**src/hw/rtl/utf8dec_pkg.sv**
```systemverilog
// ----------------------------------------------------------------------------
// utf8dec_pkg
// Shared types, constants and helper functions for the UTF-8 to UCS-2
// decoder: field widths, register indexes, sequence offsets, result record.
// ----------------------------------------------------------------------------
package utf8dec_pkg;

	// Field widths.
	localparam int BYTE_W  = 8;
	localparam int UNIT_W  = 16;
	localparam int COUNT_W = 16;
	localparam int LEN_W   = 2;

	// Accumulator width: a lead byte below 0xF8 shifted by three trailing
	// bytes of six bits each fits in 26 bits.
	localparam int ACC_W     = 26;
	localparam int ACC_EXT_W = 32;

	// Configuration port.
	localparam int CFG_IDX_W  = 1;
	localparam int CFG_DATA_W = 16;
	localparam logic [CFG_IDX_W-1:0] REG_STOP_AT_NUL = 1'd0;
	localparam logic [CFG_IDX_W-1:0] REG_CHAR_LIMIT  = 1'd1;
	localparam logic [COUNT_W-1:0]   CHAR_LIMIT_RST  = 16'hFFFF;

	// Result queue depth and pointer widths.
	localparam int QDEPTH = 4;
	localparam int QPTR_W = $clog2(QDEPTH);
	localparam int QCNT_W = $clog2(QDEPTH + 1);

	// Lead byte thresholds and special code units.
	localparam logic [BYTE_W-1:0]    LEAD_2B    = 8'hC0;
	localparam logic [BYTE_W-1:0]    LEAD_3B    = 8'hE0;
	localparam logic [BYTE_W-1:0]    LEAD_4B    = 8'hF0;
	localparam logic [BYTE_W-1:0]    LEAD_BAD   = 8'hF8;
	localparam logic [UNIT_W-1:0]    UNIT_SPACE = 16'h0020;
	localparam logic [ACC_EXT_W-1:0] UNIT_MAX   = 32'h0000FFFF;

	// One result beat.
	typedef struct packed {
		logic [UNIT_W-1:0]  code_unit;
		logic               is_final;
		logic [COUNT_W-1:0] char_count;
	} result_t;

	// Number of trailing bytes announced by a lead byte.
	function automatic logic [LEN_W-1:0] trailing_count(input logic [BYTE_W-1:0] b);
		if (b < LEAD_2B)
			return 2'd0;
		else if (b < LEAD_3B)
			return 2'd1;
		else if (b < LEAD_4B)
			return 2'd2;
		else
			return 2'd3;
	endfunction

	// Sum of the marker bits that the raw accumulation leaves in a sequence.
	function automatic logic [ACC_EXT_W-1:0] seq_offset(input logic [LEN_W-1:0] len);
		logic [ACC_EXT_W-1:0] off;
		case (len)
			2'd1:    off = 32'h00003080;
			2'd2:    off = 32'h000E2080;
			2'd3:    off = 32'h03C82080;
			default: off = 32'h00000000;
		endcase
		return off;
	endfunction

endpackage

```
**src/hw/rtl/utf8dec_if.sv**
```systemverilog
// ----------------------------------------------------------------------------
// utf8dec_if
// Valid/ready channels of the decoder: the source byte channel and the
// result channel.
// ----------------------------------------------------------------------------
interface utf8dec_src_if
	import utf8dec_pkg::*;
();
	logic              valid;
	logic              ready;
	logic [BYTE_W-1:0] source_byte;
	logic              last_byte;

	modport source (output valid, output source_byte, output last_byte, input ready);
	modport sink   (input valid, input source_byte, input last_byte, output ready);
endinterface

interface utf8dec_res_if
	import utf8dec_pkg::*;
();
	logic               valid;
	logic               ready;
	logic [UNIT_W-1:0]  code_unit;
	logic               is_final;
	logic [COUNT_W-1:0] char_count;

	modport source (output valid, output code_unit, output is_final, output char_count,
		input ready);
	modport sink   (input valid, input code_unit, input is_final, input char_count,
		output ready);
endinterface

```
**src/hw/rtl/utf8_to_ucs2_decoder.sv**
```systemverilog
// ----------------------------------------------------------------------------
// utf8_to_ucs2_decoder
// Decodes a UTF-8 byte stream into 16-bit UCS-2 code units without
// validation, with an end-of-string beat that carries the character count.
// ----------------------------------------------------------------------------
// A result beat is written to the queue at the edge that accepts its byte.
// Throughput: one byte per cycle while source.ready is high, i.e. while the
// four-entry result queue has two free entries; a byte giving a character and
// the final beat adds two; the queue drains one per cycle with result.ready.
// Reset: arst_n clears decode state and the queue at once; stop_at_nul
// resets to 0 and char_limit to 65535.
module utf8_to_ucs2_decoder
	import utf8dec_pkg::*;
(
	input  logic                  clk,
	input  logic                  arst_n,
	input  logic                  cfg_we,
	input  logic [CFG_IDX_W-1:0]  cfg_index,
	input  logic [CFG_DATA_W-1:0] cfg_data,
	utf8dec_src_if.sink           source,
	utf8dec_res_if.source         result
);

	// Configuration registers.
	logic               stop_at_nul_q;
	logic [COUNT_W-1:0] char_limit_q;

	// Decode state.
	logic [LEN_W-1:0]   pend_q, pend_d;
	logic [LEN_W-1:0]   len_q, len_d;
	logic [ACC_W-1:0]   acc_q, acc_d;
	logic [COUNT_W-1:0] cnt_q, cnt_d;
	logic               fin_q, fin_d;

	// Result queue.
	result_t            q_mem [QDEPTH];
	logic [QPTR_W-1:0]  wr_ptr_q, rd_ptr_q;
	logic [QCNT_W-1:0]  q_cnt_q;

	// Per-beat decode signals.
	logic                 accept, pop;
	logic                 last;
	logic [BYTE_W-1:0]    b;
	logic                 do_char, do_fin, seq_done;
	logic [UNIT_W-1:0]    char_unit;
	logic [COUNT_W-1:0]   cnt_inc, fin_cnt;
	logic [ACC_W-1:0]     acc_new;
	logic [LEN_W-1:0]     len_new;
	logic [ACC_EXT_W-1:0] diff;
	result_t              char_res, fin_res;
	logic [1:0]           n_push;

	assign accept = source.valid && source.ready;
	assign pop    = result.valid && result.ready;
	assign b      = source.source_byte;
	assign last   = source.last_byte;

	// Accept a byte only while the queue can take two beats.
	assign source.ready = (q_cnt_q <= QCNT_W'(QDEPTH - 2));

	// Configuration writes.
	always_ff @(posedge clk or negedge arst_n) begin
		if (!arst_n) begin
			stop_at_nul_q <= 1'b0;
			char_limit_q  <= CHAR_LIMIT_RST;
		end else if (cfg_we) begin
			case (cfg_index)
				REG_STOP_AT_NUL: stop_at_nul_q <= cfg_data[0];
				REG_CHAR_LIMIT:  char_limit_q  <= cfg_data[COUNT_W-1:0];
				default: ;
			endcase
		end
	end

	// Decode of one byte: next state and up to two result beats.
	always_comb begin
		pend_d    = pend_q;
		len_d     = len_q;
		acc_d     = acc_q;
		cnt_d     = cnt_q;
		fin_d     = fin_q;
		do_char   = 1'b0;
		do_fin    = 1'b0;
		seq_done  = 1'b0;
		char_unit = UNIT_SPACE;
		acc_new   = acc_q;
		len_new   = len_q;
		cnt_inc   = cnt_q + COUNT_W'(1);
		diff      = '0;

		if (fin_q) begin
			// String already ended: the last byte clears for the next one.
			if (last) begin
				pend_d = '0;
				len_d  = '0;
				acc_d  = '0;
				cnt_d  = '0;
				fin_d  = 1'b0;
			end
		end else begin
			if (pend_q == '0) begin
				if ((cnt_q >= char_limit_q) || (stop_at_nul_q && (b == '0))) begin
					do_fin = 1'b1;
				end else if (b >= LEAD_BAD) begin
					do_char = 1'b1;
				end else begin
					acc_new = ACC_W'(b);
					len_new = trailing_count(b);
					pend_d  = len_new;
					seq_done = (len_new == '0);
					if (!seq_done && last)
						do_fin = 1'b1;
				end
			end else begin
				acc_new  = {acc_q[ACC_W-7:0], 6'b0} + ACC_W'(b);
				pend_d   = pend_q - LEN_W'(1);
				seq_done = (pend_q == LEN_W'(1));
				if (!seq_done && last)
					do_fin = 1'b1;
			end
			acc_d = acc_new;
			len_d = len_new;

			// Completed sequence: remove the marker bits; above 16 bits gives a space.
			if (seq_done) begin
				do_char = 1'b1;
				diff    = ACC_EXT_W'(acc_new) - seq_offset(len_new);
				char_unit = (diff > UNIT_MAX) ? UNIT_SPACE : diff[UNIT_W-1:0];
			end

			// A character counts and may reach the limit or the end.
			if (do_char) begin
				cnt_d  = cnt_inc;
				pend_d = '0;
				if ((cnt_inc >= char_limit_q) || last)
					do_fin = 1'b1;
			end

			if (do_fin) begin
				if (last) begin
					pend_d = '0;
					len_d  = '0;
					acc_d  = '0;
					cnt_d  = '0;
					fin_d  = 1'b0;
				end else begin
					fin_d  = 1'b1;
					pend_d = '0;
				end
			end
		end
	end

	assign fin_cnt = do_char ? cnt_inc : cnt_q;

	assign char_res.code_unit  = char_unit;
	assign char_res.is_final   = 1'b0;
	assign char_res.char_count = '0;
	assign fin_res.code_unit   = '0;
	assign fin_res.is_final    = 1'b1;
	assign fin_res.char_count  = fin_cnt;

	assign n_push = accept ? (2'(do_char) + 2'(do_fin)) : 2'd0;

	// Decode state registers.
	always_ff @(posedge clk or negedge arst_n) begin
		if (!arst_n) begin
			pend_q <= '0;
			len_q  <= '0;
			acc_q  <= '0;
			cnt_q  <= '0;
			fin_q  <= 1'b0;
		end else if (accept) begin
			pend_q <= pend_d;
			len_q  <= len_d;
			acc_q  <= acc_d;
			cnt_q  <= cnt_d;
			fin_q  <= fin_d;
		end
	end

	// Queue storage: the character beat goes first, the final beat after it.
	always_ff @(posedge clk) begin
		if (accept) begin
			if (do_char) begin
				q_mem[wr_ptr_q] <= char_res;
				if (do_fin)
					q_mem[wr_ptr_q + QPTR_W'(1)] <= fin_res;
			end else if (do_fin) begin
				q_mem[wr_ptr_q] <= fin_res;
			end
		end
	end

	// Queue pointers and fill count.
	always_ff @(posedge clk or negedge arst_n) begin
		if (!arst_n) begin
			wr_ptr_q <= '0;
			rd_ptr_q <= '0;
			q_cnt_q  <= '0;
		end else begin
			wr_ptr_q <= wr_ptr_q + QPTR_W'(n_push);
			if (pop)
				rd_ptr_q <= rd_ptr_q + QPTR_W'(1);
			q_cnt_q <= q_cnt_q + QCNT_W'(n_push) - QCNT_W'(pop);
		end
	end

	assign result.valid      = (q_cnt_q != '0);
	assign result.code_unit  = q_mem[rd_ptr_q].code_unit;
	assign result.is_final   = q_mem[rd_ptr_q].is_final;
	assign result.char_count = q_mem[rd_ptr_q].char_count;

`ifndef SYNTHESIS
	// The queue never overfills.
	assert property (@(posedge clk) disable iff (!arst_n) q_cnt_q <= QCNT_W'(QDEPTH))
		else $error("result queue overflow");

	// A finished string never leaves a sequence open.
	assert property (@(posedge clk) disable iff (!arst_n) fin_q |-> (pend_q == '0))
		else $error("pending bytes after end of string");

	// A pop with no push lowers the fill count by one.
	assert property (@(posedge clk) disable iff (!arst_n)
		(pop && (n_push == 2'd0)) |=> (q_cnt_q == $past(q_cnt_q) - QCNT_W'(1)))
		else $error("queue count out of step with pops");

	// A byte of a finished string gives no beat.
	assert property (@(posedge clk) disable iff (!arst_n)
		(accept && fin_q) |-> (n_push == 2'd0))
		else $error("beat produced after end of string");
`endif

endmodule

```
**src/flat_wrapper.sv**
```systemverilog
// flat-port wrapper written by rule: the top's interface ports become plain ports
module utf8_to_ucs2_decoder_flat import utf8dec_pkg::*;
  (clk, arst_n, cfg_we, cfg_index, cfg_data, source_valid, source_source_byte, source_last_byte, source_ready, result_valid, result_code_unit, result_is_final, result_char_count, result_ready);
  utf8dec_src_if source_i ();
  utf8dec_res_if result_i ();
  input  logic clk;
  input  logic arst_n;
  input  logic cfg_we;
  input  logic [CFG_IDX_W-1:0] cfg_index;
  input  logic [CFG_DATA_W-1:0] cfg_data;
  input wire logic [$bits(source_i.valid)-1:0] source_valid;
  input wire logic [$bits(source_i.source_byte)-1:0] source_source_byte;
  input wire logic [$bits(source_i.last_byte)-1:0] source_last_byte;
  output wire logic [$bits(source_i.ready)-1:0] source_ready;
  output wire logic [$bits(result_i.valid)-1:0] result_valid;
  output wire logic [$bits(result_i.code_unit)-1:0] result_code_unit;
  output wire logic [$bits(result_i.is_final)-1:0] result_is_final;
  output wire logic [$bits(result_i.char_count)-1:0] result_char_count;
  input wire logic [$bits(result_i.ready)-1:0] result_ready;
  assign source_i.valid = source_valid;
  assign source_i.source_byte = source_source_byte;
  assign source_i.last_byte = source_last_byte;
  assign source_ready = source_i.ready;
  assign result_valid = result_i.valid;
  assign result_code_unit = result_i.code_unit;
  assign result_is_final = result_i.is_final;
  assign result_char_count = result_i.char_count;
  assign result_i.ready = result_ready;
  utf8_to_ucs2_decoder u_core (.clk(clk), .arst_n(arst_n), .cfg_we(cfg_we), .cfg_index(cfg_index), .cfg_data(cfg_data), .source(source_i), .result(result_i));
endmodule
```
**config.mk**
```make
export PLATFORM = sky130hd
export DESIGN_NAME = utf8_to_ucs2_decoder_flat
export DESIGN_NICKNAME = d
export VERILOG_FILES = /design/src/hw/rtl/utf8dec_pkg.sv /design/src/hw/rtl/utf8dec_if.sv /design/src/hw/rtl/utf8_to_ucs2_decoder.sv /design/src/flat_wrapper.sv
export SDC_FILE = /design/constraint.sdc
export NUM_CORES = 1
export LEC_CHECK = 0
export ABC_CLOCK_PERIOD_IN_PS = 5150
export BUFFER_PORTS_ARGS = -buffer_cell sky130_fd_sc_hd__buf_2
export CORE_MARGIN = 1.5
export CORE_UTILIZATION = 56
export CTS_CLUSTER_DIAMETER = 30
export DETAILED_ROUTE_END_ITERATION = 10
export GPL_ROUTABILITY_DRIVEN = 0
export PLACE_DENSITY = 0.77
export SLEW_MARGIN = 20
export SYNTH_ARGS = -nofsm -noshare
export SYNTH_HDL_FRONTEND = slang
export SYNTH_SLANG_ARGS = --single-unit
```
**constraint.sdc**
```tcl
create_clock -name clk -period 5.15 [get_ports clk]
set_input_delay 0.2575 -clock clk [delete_from_list [all_inputs] [get_ports clk]]
set_output_delay 0.2575 -clock clk [all_outputs]
set_load 0.01 [all_outputs]
```
==> run_results.csv <==
group,metric,value,unit
sta,setup_viol,15,
flow_run,max-cap-violations,0,
floorplan,dieArea,21500,sq um
synthesis,synthesis.nets,1230,
detailed_routing,wirelength,37.6,mm
place,io_buffers,65,
floorplan,io_pins,66,
detailed_routing,drc,0,
floorplan,die-width,147,microns
synthesis,async_flop_share,0.350,
synthesis,postSynthCellCount,1145,
synthesis,ys_seq_elements,203,
cts,cts.clk_slew.worst_paths,0.05,ns
cells_and_area,nets,1410,
synthesis,yosys.area.top_type,"edfxtp_1",
power_and_ir_drop,power.density,457,nW/um^2
floorplan,core.rowCount,52,
cts,clock-sinks,203,
cts,cts_root_buf,"clkbuf_16",
sta,drv_slew,0,
setup_path,worstPathMaxFanout,6,
setup_path,arrival,5.71,ns
synthesis,yosys_warnings,0,
setup_path,worst-setup-path-type,"reg2reg",
sta,fin_worst_skew,0.0107,ns
synthesis,ys_types,81,
power_and_ir_drop,power_leakage,6.76,nW
synthesis,synth_common_cells,"nand2_1, nor2_1, dfxtp_1",
setup_path,cp.required,5.57,ns
place,pre_cts_ws,-0.168,ns
setup_path,startpoint_type,"flop",
power_and_ir_drop,total_power,0.00714,W
status,violations,"setup timing",
grt,antenna_found_initial,1,
cts,cts_buffers,43,
grt,grt_overflow_total,0,
cells_and_area,drive_above_1_share,0.333,
cts,clock_path_buffers,3,
detailed_routing,drt-vias-per-instance,6.47,
cts,insertion_delay,0.53,ns
detailed_routing,drt_iter0_drc,1092,
place,hpwl,21.2,mm
sta,rsz0062_at_grt,"true",
cts,htree_levels,2,
cts,cts_tree,"done",
floorplan,die_h,147,microns
min_path,hold_class,"in2reg",
cells_and_area,diodes,0,
detailed_routing,wire_per_inst,23.1,microns
synthesis,avgSynthCellArea,10.1,sq um
setup_path,end_kind,"flop",
sta,min_period,5.29,ns
detailed_routing,num_vias,10500,
floorplan,core,20200,sq um
synthesis,synth.yosys.seq_area_share,0.440,
synthesis,synth_area,11500,sq um
sta,hold_viol,0,
sta,tightest_slew,1.06,ns
synthesis,synth_edf_count,64,
sta,maxSlewHeadroom,0.292,
detailed_routing,drtAntennaViolNets,0,
grt,grt_pass1_wl,54.1,mm
grt,first_global_vias,10300,
sta,clock.fmax,189,MHz
synthesis,synth_top_area_frac,0.167,
status,outcome,"finished with violations",
sta,timing.final.ws_setup,-0.144,ns
grt,grt_max_degree,72,
synthesis,yosysMostFrequentCell,"nand2_1",
floorplan,initial_core_util,0.570,
sta,post-route-period-util,1.03,
grt,grtUsageTotal,0.319,
cells_and_area,syn_to_final_growth,35.3,%
synthesis,synth_flop_cell,"dfxtp_1",
detailed_routing,drt-pass1-iter-count,5,
synthesis,yosys-top-cells-area,"edfxtp_1, dfrtp_1, dfxtp_1, mux4_2, ha_1",
power_and_ir_drop,peakVddDrop,0.431,mV
## kinds of logic (layout without fill, tap and decap cells)
kind of cell | Yosys count | in the layout | synth area share
and+or+nand+nor | 398 | 398 | 0.162
AOI/OAI and AO/OA | 264 | 264 | 0.165
DFF | 203 | 203 | 0.440
buffers and inverters | 106 | 321 | 0.0379
xor gates and xnor gates | 61 | 61 | 0.0463
muxes | 59 | 59 | 0.0890
adders and majority gates | 54 | 54 | 0.0598
## report_power, final
part,switching (W),total (W),leakage [nW],internal [W]
sequential,0.000172,0.00204,2.06,0.00186
clock,0.000928,0.00287,0.727,0.00194
combinational,0.00134,0.00223,3.98,0.000896
## final cells by class
| class | count | area (sq um) |
|---|---|---|
| flip-flops and latches | 203 | 5080 |
| clock buffers | 55 | 1190 |
| repair buffers | 201 | 1650 |
| multi-input cells | 836 | 6890 |
| well taps | 270 | 338 |
| clock inverters | 25 | 313 |
| fillers | 1186 | 4610 |
| inverters | 40 | 156 |
## layer usage
metal | up-vias | wire length (microns) | part of all wire | GRT usage
met5 | - | 29 | 0.00077 | 0
met1 | 5065 | 14600 | 0.39 | 0.416
met4 | 4 | 1620 | 0.043 | 0.125
li1 | 4595 | - | - | -
met2 | 706 | 17900 | 0.48 | 0.523
met3 | 172 | 3470 | 0.092 | 0.0663
## worst paths after layout
path	from	cells after the start	endpoint	slack [ns]
hold / removal	source_source_byte[1]	2	u_core.acc_q[1]	0.003
min in group asynchronous	arst_n	2	u_core.q_cnt_q[1]	0.40
max in group asynchronous	arst_n	2	u_core.acc_q[14]	4.01
setup / recovery	u_core.char_limit_q[0]	20	u_core.q_mem[1][25]	-0.14
hold reg to reg	u_core.q_mem[2][27]	2	u_core.q_mem[2][27]	0.45
setup reg to reg	u_core.char_limit_q[0]	20	u_core.q_mem[1][25]	-0.14
## critical path: stages, from the launching register on
cell and delay [ns]:
dfstp_2 0.53, ha_1 0.23, nand2b_1 0.16, a2111o_1 0.41, a32oi_4 0.31, and3_4 0.25
mux2i_1 0.18, nor2_1 0.07, a21oi_2 0.20, ha_4 0.19, nand4_1 0.14, mux2i_2 0.30
a2111oi_4 0.10, nor4_4 0.26, o211ai_4 0.15, a2111oi_4 0.38, a211oi_2 0.10, or4b_4 0.60
buf_12 0.17, buf_16 0.14, o31ai_2 0.30
## stage by stage
stage / cells / hold slack, ns / setup TNS [ns] / util / instance area (sq um)
after global routing: 1630 / 0.0107 / -6.36 / 0.772 / 15600
after CTS: 1610 / 0.00215 / 0 / 0.735 / 14900
final: 1630 / 0.00318 / -1.03 / 0.772 / 15600
after floorplan: 1145 / -0.0381 / 0 / - / 11600
after detailed placement: 1504 / 0.437 / -2.01 / 0.630 / 12700
after global placement: 1504 / 0.426 / 0 / 0.630 / 12700
## cells in the final DEF, fill, tap and decap left out, types with 8 or more instances in the layout
master	n
a21o_1	11
a21oi_1	28
a21oi_2	10
a22o_1	20
a32o_1	11
and3_1	16
buf_12	8
buf_2	64
buf_4	98
clkbuf_16	49
clkinv_2	8
dfrtp_1	54
dfstp_2	16
dfxtp_1	68
dlygate4sd3_1	17
edfxtp_1	64
ha_1	41
ha_4	8
inv_1	32
mux2_2	18
mux4_2	33
nand2_1	163
nand2b_1	10
nand3_1	24
nand3_2	8
nand4_1	9
nor2_1	100
nor3_1	9
o21ai_0	56
o31ai_1	24
o41ai_4	13
xnor2_1	24
xor2_1	32
## registers in the layout (all words and copies together) (netlist names), 2 cells and up
signal and count:
u_core.q_cnt_q 3, u_core.q_mem 132, u_core.acc_q 26, u_core.rd_ptr_q 2
u_core.pend_q 2, u_core.char_limit_q 16, u_core.len_q 2, u_core.cnt_q 16
u_core.wr_ptr_q 2
## repair_timing
item / 4_1_cts / 5_1_grt
gates cloned: 3 / 8
setup endpoints to repair: 36 / 197
pin swaps: 30 / 33
endpoints found under the hold margin: 71 / 0
buffers inserted: 8 / 13
resized for setup: 53 / 93
hold buffers: 17 / 0
(Power assumes the default switching activity.)
